## src/rtl/lvd_div.sv

```systemverilog
// Pipelined restoring divider, one quotient bit per register stage.
// Carries a side payload and valid bit alongside; no package dependencies.
module lvd_div #(
   parameter int QUO_W  = 24,
   parameter int DEN_W  = 16,
   parameter int SIDE_W = 1
) (
   input  logic              clock,
   input  logic              reset,
   input  logic              en,
   input  logic              valid_in,
   input  logic [QUO_W-1:0]  num_in,
   input  logic [DEN_W-1:0]  den,
   input  logic [SIDE_W-1:0] side_in,
   output logic              valid_out,
   output logic [QUO_W-1:0]  quo_out,
   output logic [SIDE_W-1:0] side_out
);

   logic [QUO_W-1:0]  valid_ff;
   logic [DEN_W-1:0]  rem_ff  [QUO_W];
   logic [QUO_W-1:0]  num_ff  [QUO_W];
   logic [QUO_W-1:0]  quo_ff  [QUO_W];
   logic [SIDE_W-1:0] side_ff [QUO_W];

   for (genvar s = 0; s < QUO_W; s++) begin : g_stage
      logic [DEN_W-1:0]  rem_prev;
      logic [QUO_W-1:0]  num_prev, quo_prev;
      logic [SIDE_W-1:0] side_prev;
      logic              valid_prev;
      logic [DEN_W:0]    trial;
      logic              fits;
      logic [DEN_W-1:0]  rem_in;

      if (s == 0) begin : g_first
         assign rem_prev   = '0;
         assign num_prev   = num_in;
         assign quo_prev   = '0;
         assign side_prev  = side_in;
         assign valid_prev = valid_in;
      end else begin : g_next
         assign rem_prev   = rem_ff[s-1];
         assign num_prev   = num_ff[s-1];
         assign quo_prev   = quo_ff[s-1];
         assign side_prev  = side_ff[s-1];
         assign valid_prev = valid_ff[s-1];
      end

      // Bring down one numerator bit and try the subtraction.
      assign trial  = {rem_prev, num_prev[QUO_W-1]};
      assign fits   = trial >= {1'b0, den};
      assign rem_in = fits ? DEN_W'(trial - {1'b0, den}) : trial[DEN_W-1:0];

      always_ff @(posedge clock) begin
         if (reset) begin
            valid_ff[s] <= 1'b0;
         end else if (en) begin
            valid_ff[s] <= valid_prev;
         end
      end

      always_ff @(posedge clock) begin
         if (en) begin
            rem_ff[s]  <= rem_in;
            num_ff[s]  <= {num_prev[QUO_W-2:0], 1'b0};
            quo_ff[s]  <= {quo_prev[QUO_W-2:0], fits};
            side_ff[s] <= side_prev;
         end
      end
   end

   assign valid_out = valid_ff[QUO_W-1];
   assign quo_out   = quo_ff[QUO_W-1];
   assign side_out  = side_ff[QUO_W-1];

endmodule

```

## config.mk

```make
export PLATFORM = sky130hd
export DESIGN_NAME = lvd_div
export DESIGN_NICKNAME = d
export VERILOG_FILES = /design/src/rtl/lvd_div.sv
export SDC_FILE = /design/constraint.sdc
export NUM_CORES = 2
export LEC_CHECK = 0
export BUFFER_PORTS_ARGS = -buffer_cell sky130_fd_sc_hd__buf_4
export CAP_MARGIN = 15
export CELL_PAD_IN_SITES_DETAIL_PLACEMENT = 1
export CELL_PAD_IN_SITES_GLOBAL_PLACEMENT = 2
export CORE_MARGIN = 2
export CORE_UTILIZATION = 50
export DETAILED_ROUTE_END_ITERATION = 16
export GPL_TIMING_DRIVEN = 0
export PLACE_DENSITY = 0.86
export SYNTH_ARGS = -nofsm -noshare
export SYNTH_HDL_FRONTEND = slang
export SYNTH_SLANG_ARGS = --single-unit
```

## constraint.sdc

```tcl
create_clock -name clock -period 6.6 [get_ports clock]
set_clock_uncertainty 0.15 [all_clocks]
set_input_delay 0.99 -clock clock [delete_from_list [all_inputs] [get_ports clock]]
set_output_delay 0.99 -clock clock [all_outputs]
set_load 0.05 [all_outputs]
```

==> results.cfg <==
[outcome]
status = finished clean

[power]
clkPwrFrac_pct = 22.2
p_int_mw = 18.11
ir_drop_mv = 0.2447
p_seq_share_pct = 35.8
swShare_pct = 34.23
power.leakage_nw = 21.59
power_frac_comb_pct = 42.1
switching_power_mw = 9.423
cellPowerDensity_mw_per_mm2 = 484.8

[worst_setup_path]
worstSetupPathType = input pin to flop
endpoint_kind = flop
r2r_end = rem_ff[0][16]$_DFFE_PP_
worst_ep_required_time_ns = 6.87
worst_setup_path_start_kind = input pin
crit_start = den[1]
rr_startpoint = rem_ff[0][0]$_DFFE_PP_
worstPathMaxFanout = 32
ff2ff_path_depth = 10
worst-r2r-setup-slack_ns = 2.47
crit_arrival_ns = 6.10

[yosys]
synth_edf_count = 968
synth_area_per_cell_um2 = 13.45
synth_warnings = 0
yosys-top-cells-area = edfxtp_1, ha_1, mux2_2
synth_area_mm2 = 0.05054
synth_async_sr_flop_share_pct = 0
synth_top_cell_by_area = edfxtp_1
synth_ff_type = edfxtp_1
seq_area_frac_synth_pct = 58.46
yosysTopAreaCellShare_pct = 57.51
syn_inst = 3759
synth_cell_types = 76
ys_ff_latch = 992
synthesis.nets = 4196

[hold_path]
min_to = num_ff[0][154]$_DFFE_PP_
hold_class = flop to flop
whs_path_depth = 0
min_from = num_ff[0][130]$_DFFE_PP_

[drt]
ant_nets = 0
wl_um = 115600
vias_per_cell = 5.776
first_pass_iters = 5
drt_iter0_markers = 2000
drc = 0
route.detailed.wl_per_inst_um = 21.62
via_count = 30880

[global_routing]
grt_pass1_wl_um = 182900
grt_max_degree = 134
antenna_found_initial = 0
grt-ovfl-total = 0
grt_use_total_pct = 22.64
first_global_vias = 32730

[timing]
tightest_slew_ns = 0.9931
slew_headroom_pct = 33.50
post-route-period-util_pct = 88.45
slew_violations = 0
setup_viol = 0
max_freq_ghz = 0.1713
post-route-min-period_ns = 5.838
finalHoldViolations = 0
grt_setup_unrepaired = false
setup-tns-final_ns = 0

[clock_tree]
clk_pin_slew_worst_paths_ns = 0.06
cts_htree_levels = 3
ctsHoldBuffers = 0
cts_tree = done
cts-root-buf = clkbuf_16
postCtsResizedCells = 0
cts_buffers = 108
clk_latency_ns = 0.71
cts.sinks = 992
cts_buffer_depth = 3
post_cts_buffers = 0

[place]
io_buffers = 70
place_inst = 5149
gp_congestion = 0.8187
hpwl_um = 78910

[floorplanning]
coreArea_mm2 = 0.1001
dieArea_mm2 = 0.1036
ioPinCount = 71
start_util_pct = 50.47
core.rowCount = 116
die_h_um = 321.9
die_w_um = 321.9

[final_layout]
multi_input_area_mm2 = 0.02024
seqCellArea_mm2 = 0.02955
drive_gt1_share_pct = 14.45
area_growth_pct = 12.35
nNetsFinal = 4399
n_antenna_cell = 0
fillCellCount = 9816
stdcell_count = 5346

[flow_run]
maxCapViolations = 0
[power groups by stage]
| stage | sequential, mW | clock, mW | combinational [mW] |
|---|---|---|---|
| after floorplan | 9.61 | 0 | 8.79 |
| after global placement | 10.0 | 0 | 11.1 |
| after detailed placement | 9.98 | 0 | 11.5 |
| after CTS | 9.87 | 6.28 | 11.6 |
| after global routing | 9.99 | 6.48 | 12.9 |
| final | 9.84 | 6.11 | 11.6 |
[flip-flops by register name (all words and copies together) (netlist names)]
register,flops
g_stage.valid_prev,23
num_ff,276
quo_ff,300
rem_ff,368
side_ff,24
valid_out,1
[cells in the final DEF, fill, tap and decap left out, types with 27 or more instances in the layout]
| cell | instances |
|---|---|
| inv_1 | 120 |
| clkbuf_1 | 55 |
| nand2b_1 | 60 |
| a21oi_1 | 205 |
| nor3_1 | 61 |
| edfxtp_1 | 968 |
| a21o_1 | 86 |
| buf_4 | 70 |
| nand2_1 | 158 |
| mux2i_1 | 78 |
| nor2_1 | 238 |
| and3_1 | 28 |
| nor2b_1 | 64 |
| o21ai_0 | 157 |
| mux2_2 | 273 |
| clkinv_1 | 27 |
| xnor2_1 | 176 |
| o21a_1 | 57 |
| nand4_1 | 45 |
| ha_1 | 370 |
| xor2_1 | 77 |
| a31oi_1 | 47 |
| clkbuf_16 | 109 |
| nand3_1 | 49 |
| a21boi_0 | 31 |
[routing by layer]
layer	global-route usage, %	routed length [um]	vias to the layer above
li1	-	-	14870
met1	29.63	51310	15350
met2	38.79	56870	462
met3	2.886	3869	203
met4	7.861	3538	0
met5	0	0	-
[layout make-up]
class | count | share of cell area (%)
multi-input cells | 2575 | 35.64
inverters | 135 | 0.8946
clock buffers | 126 | 4.916
repair buffers | 93 | 1.802
well taps | 1298 | 2.860
clock inverters | 70 | 1.410
plain buffers | 57 | 0.4363
flip-flops and latches | 992 | 52.04
[cell usage after synthesis (all sizes together) (12+ instances only)]
| library cell | count |
|---|---|
| o21ai | 163 |
| o31ai | 23 |
| nand4 | 45 |
| o211ai | 18 |
| nor4 | 24 |
| mux2i | 78 |
| edfxtp | 968 |
| mux2 | 280 |
| dfxtp | 24 |
| nor2b | 64 |
| xnor2 | 176 |
| fa | 22 |
| inv | 134 |
| buf | 19 |
| nor3 | 61 |
| a31oi | 48 |
| nand2b | 60 |
| xor2 | 77 |
| and4 | 12 |
| a2111oi | 19 |
| nand2 | 158 |
| a21o | 86 |
| a21boi | 31 |
| or2 | 12 |
| nand3 | 49 |
| ha | 370 |
| o21a | 57 |
| a211oi | 23 |
| and3 | 28 |
| clkbuf | 38 |
| a21oi | 206 |
| nor2 | 238 |
[worst max-delay path by stage]
stage	to	slack (ns)	cells past startpoint
2_1_floorplan	rem_ff[8][25]$_DFFE_PP_	1.95	11
3_3_place_gp	g_stage[5].valid_prev$_SDFFE_PP0P_	-4.24	5
3_5_place_dp	rem_ff[0][16]$_DFFE_PP_	0.06	11
4_1_cts	rem_ff[0][16]$_DFFE_PP_	0.69	11
5_1_grt	rem_ff[8][8]$_DFFE_PP_	0.44	12
6_report	rem_ff[0][16]$_DFFE_PP_	0.76	12
[cell families after synthesis]
kind of cell             after synthesis  share of synthesized area [%]
adder cells (fa/ha/maj)              392                          10.03
flip-flops                           992                          58.46
multiplexers                         358                          7.835
buffers and inverters                192                          1.493
AND/OR/NAND/NOR                      793                          7.744
AO/OA/AOI/OAI                        779                          10.05
XOR/XNOR                             253                          4.384
[worst max-delay path, stage by stage]
cell	delay, ns
buf_4	0.57
clkinv_2	0.96
ha_1	0.62
nor2b_1	0.14
o21ai_0	0.23
a21boi_0	0.20
o31ai_1	0.51
a211oi_1	0.16
a2111oi_1	0.69
clkbuf_2	0.27
clkbuf_1	0.51
o21ai_0	0.22
[through the flow]
stage | total power [mW] | utilization (%) | setup WS (ns) | hold slack [ns] | instance area [um2]
after floorplan | 18.40 | - | 1.946 | 0.2503 | 50540
after global placement | 21.10 | 52.61 | -4.245 | 0.2502 | 52690
after detailed placement | 21.44 | 53.11 | 0.05626 | 0.2552 | 53190
after CTS | 27.75 | 56.70 | 0.6887 | 0.2480 | 56780
after global routing | 29.33 | 56.70 | 0.4351 | 0.2593 | 56780
final | 27.53 | 56.70 | 0.7620 | 0.2584 | 56780
No activity file was read; power rests on OpenSTA's default activity.
