**config.mk**
```make
export PLATFORM = sky130hd
export DESIGN_NAME = lvd_outbuf
export DESIGN_NICKNAME = d
export VERILOG_FILES = /design/src/rtl/lvd_pkg.sv /design/src/rtl/lvd_outbuf.sv
export SDC_FILE = /design/constraint.sdc
export NUM_CORES = 1
export LEC_CHECK = 0
export ABC_CLOCK_PERIOD_IN_PS = 3300
export BUFFER_PORTS_ARGS = -buffer_cell sky130_fd_sc_hd__buf_4
export CAP_MARGIN = 25
export CORE_ASPECT_RATIO = 0.8
export CORE_MARGIN = 4
export CORE_UTILIZATION = 50
export CTS_CLUSTER_SIZE = 20
export DETAILED_ROUTE_END_ITERATION = 10
export HOLD_SLACK_MARGIN = 0.1
export PLACE_DENSITY = 0.78
export SLEW_MARGIN = 20
export SYNTH_ARGS = -nofsm -noshare
export SYNTH_HDL_FRONTEND = slang
export SYNTH_SLANG_ARGS = --single-unit
```
**constraint.sdc**
```tcl
create_clock -name clock -period 3.3 [get_ports clock]
set_input_delay 0.165 -clock clock [delete_from_list [all_inputs] [get_ports clock]]
set_output_delay 0.165 -clock clock [all_outputs]
set_load 0.1 [all_outputs]
```
**src/rtl/lvd_pkg.sv**
```systemverilog
// Package for the logarithmic video detector: shared types, fixed-point constants
// and the elaboration-time functions that fill the log2 and sine tables.
// No dependencies.
package lvd_pkg;

   // Width of a log2 result in unsigned Q16 (integer part up to 31).
   localparam int LOG_W = 22;

   // Register index codes of the configuration port.
   localparam int CSR_IDX_W = 3;
   localparam logic [CSR_IDX_W-1:0] CSR_SENSITIVITY      = 3'd0;
   localparam logic [CSR_IDX_W-1:0] CSR_MIN_POWER        = 3'd1;
   localparam logic [CSR_IDX_W-1:0] CSR_RIPPLE_AMPLITUDE = 3'd2;
   localparam logic [CSR_IDX_W-1:0] CSR_RIPPLE_PERIOD    = 3'd3;
   localparam logic [CSR_IDX_W-1:0] CSR_LOAD_RESISTANCE  = 3'd4;

   // Reset values of the configuration registers.
   localparam logic [15:0] SENSITIVITY_RST      = 16'd6554;
   localparam logic [15:0] MIN_POWER_RST        = 16'hB000;
   localparam logic [15:0] RIPPLE_AMPLITUDE_RST = 16'd0;
   localparam logic [15:0] RIPPLE_PERIOD_RST    = 16'd0;
   localparam logic [9:0]  LOAD_RESISTANCE_RST  = 10'd50;

   // 10*log10(2) in Q24, the 2^24 V^2 scale of I^2+Q^2 in Q16 dB-less log2,
   // and the 30 dB offset from watts to dBm in Q16.
   localparam logic [25:0]        TEN_LOG10_2_Q24 = 26'd50504453;
   localparam logic signed [23:0] LOG_BIAS        = 24'sd1572864;
   localparam logic signed [26:0] DBM_OFFSET      = 27'sd1966080;

   // Saturation limits of the output voltage.
   localparam logic signed [26:0] VOLT_MAX = 27'sd8388607;
   localparam logic signed [26:0] VOLT_MIN = -27'sd8388608;

   localparam logic [63:0] ONE_Q30     = 64'd1 << 30;
   localparam logic [63:0] HALF_PI_Q30 = 64'd1686629713;

   // One result as it leaves the datapath.
   typedef struct packed {
      logic signed [23:0] voltage;
      logic               above;
   } result_type;

   // log2(1 + k/2^bits) in Q16 by repeated squaring, rounded to nearest.
   function automatic logic [16:0] log_entry(input int k, input int bits);
      logic [63:0] y;
      logic [31:0] acc;
      int          i;
      y   = ONE_Q30 + (64'(k) << (30 - bits));
      acc = '0;
      if (y >= (64'd1 << 31)) begin
         return 17'd65536;
      end
      for (i = 0; i < 17; i++) begin
         y   = (y * y) >> 30;
         acc = acc << 1;
         if (y >= (64'd1 << 31)) begin
            y   = y >> 1;
            acc = acc | 32'd1;
         end
      end
      return 17'((acc + 32'd1) >> 1);
   endfunction

   // Sine of x in Q30 for 0 <= x <= pi/2, by a nested Taylor series.
   function automatic logic [63:0] sin_q30(input logic [63:0] x);
      logic [63:0] x2;
      logic [63:0] t;
      x2 = (x * x) >> 30;
      t  = ONE_Q30;
      t  = ONE_Q30 - (((x2 * t) >> 30) / 64'd110);
      t  = ONE_Q30 - (((x2 * t) >> 30) / 64'd72);
      t  = ONE_Q30 - (((x2 * t) >> 30) / 64'd42);
      t  = ONE_Q30 - (((x2 * t) >> 30) / 64'd20);
      t  = ONE_Q30 - (((x2 * t) >> 30) / 64'd6);
      return (x * t) >> 30;
   endfunction

   // Entry k of a one-period sine table of 2^bits entries, signed Q15.
   function automatic logic signed [15:0] sine_entry(input int k, input int bits);
      int          sh;
      logic [63:0] quad;
      logic [63:0] pos;
      logic [63:0] step;
      logic [63:0] s;
      logic [15:0] mag;
      sh   = bits - 2;
      quad = 64'(k) >> sh;
      pos  = 64'(k) & ((64'd1 << sh) - 64'd1);
      step = quad[0] ? ((64'd1 << sh) - pos) : pos;
      s    = (sin_q30((HALF_PI_Q30 * step) >> sh) + (64'd1 << 14)) >> 15;
      mag  = (s > 64'd32767) ? 16'd32767 : s[15:0];
      return quad[1] ? -$signed(mag) : $signed(mag);
   endfunction

endpackage

```
**src/rtl/lvd_outbuf.sv**
```systemverilog
// Output register with a one-entry skid stage for the result channel.
// Depends on lvd_pkg for the result type.
module lvd_outbuf (
   input  logic                clock,
   input  logic                reset,
   input  logic                in_valid,
   input  lvd_pkg::result_type in_data,
   output logic                full,
   output logic                rsp_valid,
   input  logic                rsp_stall,
   output lvd_pkg::result_type rsp_data
);
   import lvd_pkg::*;

   logic       out_valid_ff, out_valid_in;
   logic       skid_valid_ff, skid_valid_in;
   result_type out_data_ff, out_data_in;
   result_type skid_data_ff, skid_data_in;
   logic       take;
   logic       load;

   assign take = out_valid_ff && !rsp_stall;
   assign load = in_valid && !skid_valid_ff;

   // The skid entry drains first; new results go straight out when possible.
   always_comb begin
      out_valid_in  = out_valid_ff;
      skid_valid_in = skid_valid_ff;
      out_data_in   = out_data_ff;
      skid_data_in  = skid_data_ff;
      priority if (skid_valid_ff) begin
         if (take) begin
            out_data_in   = skid_data_ff;
            skid_valid_in = 1'b0;
         end
      end else if (load) begin
         if (!out_valid_ff || take) begin
            out_data_in  = in_data;
            out_valid_in = 1'b1;
         end else begin
            skid_data_in  = in_data;
            skid_valid_in = 1'b1;
         end
      end else if (take) begin
         out_valid_in = 1'b0;
      end else begin
         // Nothing arrives and nothing leaves, so both entries keep their contents.
      end
   end

   always_ff @(posedge clock) begin
      if (reset) begin
         out_valid_ff  <= 1'b0;
         skid_valid_ff <= 1'b0;
      end else begin
         out_valid_ff  <= out_valid_in;
         skid_valid_ff <= skid_valid_in;
      end
   end

   always_ff @(posedge clock) begin
      out_data_ff  <= out_data_in;
      skid_data_ff <= skid_data_in;
   end

   assign full      = skid_valid_ff;
   assign rsp_valid = out_valid_ff;
   assign rsp_data  = out_data_ff;

endmodule

```
==> results.yml <==
layout:
  antennaDiodeCount: 0
  syn_to_final_growth_pct: 43.2
  nFillCells: 200
  nets: 207
  regArea_um2: 1540
  multi_input_area_um2: 365
  layout-drive-gt1-share: 0.508
grt:
  grt_max_degree: 26
  track_usage: 0.152
  grt_pass1_wl_mm: 5.62
  antenna_found_initial: 0
  grt_pass1_vias: 1115
  grt-ovfl-total: 0
power_and_ir_drop:
  clock_power_share: 0.267
  power_frac_comb: 0.227
  power_per_cell_area_nw_per_um2: 559
  switching_share: 0.288
  p_sw_w: 0.000445
  max-vdd-ir-drop_uv: 431
  p_int_w: 0.00110
  p_leak_nw: 1.06
  seqPwrFrac: 0.506
timing:
  fin_crit_sh: 0.643
  min_period_ns: 2.12
  max-slew-margin-rel: 0.539
  hold_viol: 0
  slew_viol_final: 0
  fin_ws_ns: 1.18
  whs_ns: 0.189
  rsz0062_at_grt: "no"
  fmax_mhz: 472
  setup_viol: 0
  skew_ns: 0.00694
  tightestPinTransition_ns: 0.687
  fin_tns_setup_ns: 0
clock_network:
  htree_levels: 2
  cts_setup_buffers: 0
  clk_latency_ns: 0.29
  tritoncts: "built"
  root_buffer: "clkbuf_8"
  clockBufferDepth: 2
  cts_buffers: 5
  cts_num_sinks: 52
  path_clk_slew_ns: 0.08
logic_synthesis:
  ys_types: 14
  synth_top_area_share: 0.779
  syn_area_per_cell_um2: 21.4
  ys_warn_count: 0
  synth_area_leaders: "edfxtp_1 78%, mux2_2 11%, mux2_4 5.5%, dfxtp_1 2.1%, buf_6 1.2%"
  synth-seq-cells: 52
  ys_seq_area_frac: 0.799
  syn_area_um2: 1930
  synthCells: 90
  synth_top_area_cell: "edfxtp_1"
  syn_nets: 119
floorplanning:
  dieArea_um2: 4920
  io_pins: 56
  start_util: 0.541
  die_y_um: 63.5
  coreArea_um2: 3570
  num_rows: 19
  die-width_um: 77.4
drt:
  drtPass1Iterations: 4
  postRouteAntennaNets: 0
  dr_total_vias: 1072
  routed_via_density: 4.85
  drt_wl_total_mm: 3.50
  drc: 0
  wire_per_inst_um: 15.9
  dr.first_iter.drc_count: 49
placement:
  io_buffer_count: 55
  gp_congestion: 0.701
  pre_cts_slack_ns: 1.13
  dp_hpwl_mm: 2.32
worst_setup_path:
  critPathLaunchType: "flop"
  r2r_slack_ns: 1.18
  cp_max_fo: 16
  critPathKind: "flop to flop"
  cp_data_arrival_time_ns: 2.12
  end_kind: "flop"
  cp.required_ns: 3.30
run_status:
  status: "completed"
min_path:
  hp-class: "primary input to flop"
run:
  maxCapViolations: 0
==> area by class of cell <==
type | instances | share of cell area
sequential | 52 | 0.558
timing repair buffer | 84 | 0.252
multi-input combinational | 35 | 0.132
clock buffer | 7 | 0.0276
tap | 42 | 0.0190
clock inverter | 1 | 0.0109
==> critical path: stages, from the launching register on <==
cell      delay (ns)
dfxtp_1         0.76
nand2_1         0.15
a21boi_2        0.57
buf_4           0.34
==> cells by family after synthesis <==
group	synth area share
AOI/OAI and AO/OA	0.0117
buffers and inverters	0.0143
and+or+nand+nor	0.0149
DFF	0.799
muxes	0.160
==> synth_stat cells <==
library cell / count
nand2b_1: 1
nor3_1: 1
a21boi_1: 1
a21oi_1: 2
o21ai_1: 1
edfxtp_1: 50
buf_6: 2
nand2_1: 2
mux2_2: 18
mux2_4: 7
dfxtp_1: 2
nor2_1: 1
nor2b_1: 1
buf_2: 1
==> metal layers <==
layer,part of all wire,GRT usage,up-vias
met4,0.0051,0.0467,0
met2,0.54,0.253,33
li1,-,-,525
met3,0.049,0.0427,2
met1,0.41,0.193,512
met5,0,0,-
==> worst paths after layout <==
| path | startpoint | to | cells after the start |
|---|---|---|---|
| min reg2reg | skid_data_ff[17]$_DFFE_PP_ | rsp_data[17]$_DFFE_PP_ | 1 |
| max | full$_SDFF_PP0_ | rsp_data[20]$_DFFE_PP_ | 3 |
| min | in_valid | full$_SDFF_PP0_ | 3 |
| max reg2reg | full$_SDFF_PP0_ | rsp_data[20]$_DFFE_PP_ | 3 |
==> what timing repair did <==
item                      4_1_cts  5_1_grt
resized for setup               0        0
hold endpoints to repair       27        0
hold buffers                   26        0
==> metrics by stage <==
stage                     instance area, µm²   util  cells  power (W)
after floorplan                         1930      -     90    0.00104
after global placement                  2390  0.672    187    0.00112
after detailed placement                2390  0.672    187    0.00112
after CTS                               2760  0.774    221    0.00155
after global routing                    2760  0.774    221    0.00161
final                                   2760  0.774    221    0.00154
==> state kept, by name, summed over array words and instances, names as in the netlist <==
name          count
rsp_valid         1
rsp_data         25
skid_data_ff     25
full              1
==> placed cells by master (no fill, tap or decap), types with 2 or more instances in the layout <==
cell type	Yosys	routed
clkbuf_1	0	2
dlygate4sd3_1	0	26
edfxtp_1	50	50
clkbuf_8	0	5
a21oi_1	2	2
dfxtp_1	2	2
buf_4	0	58
mux2_4	7	7
mux2_2	18	18
nand2_1	2	2
==> power groups by stage <==
stage | Combinational [W] | Clock, W | Sequential, W
after global placement | 0.000323 | 0 | 0.000796
final | 0.000350 | 0.000411 | 0.000781
after global routing | 0.000363 | 0.000460 | 0.000785
after detailed placement | 0.000327 | 0 | 0.000797
after CTS | 0.000352 | 0.000421 | 0.000782
after floorplan | 0.0000523 | 0 | 0.000988
(Power assumes the default switching activity.)
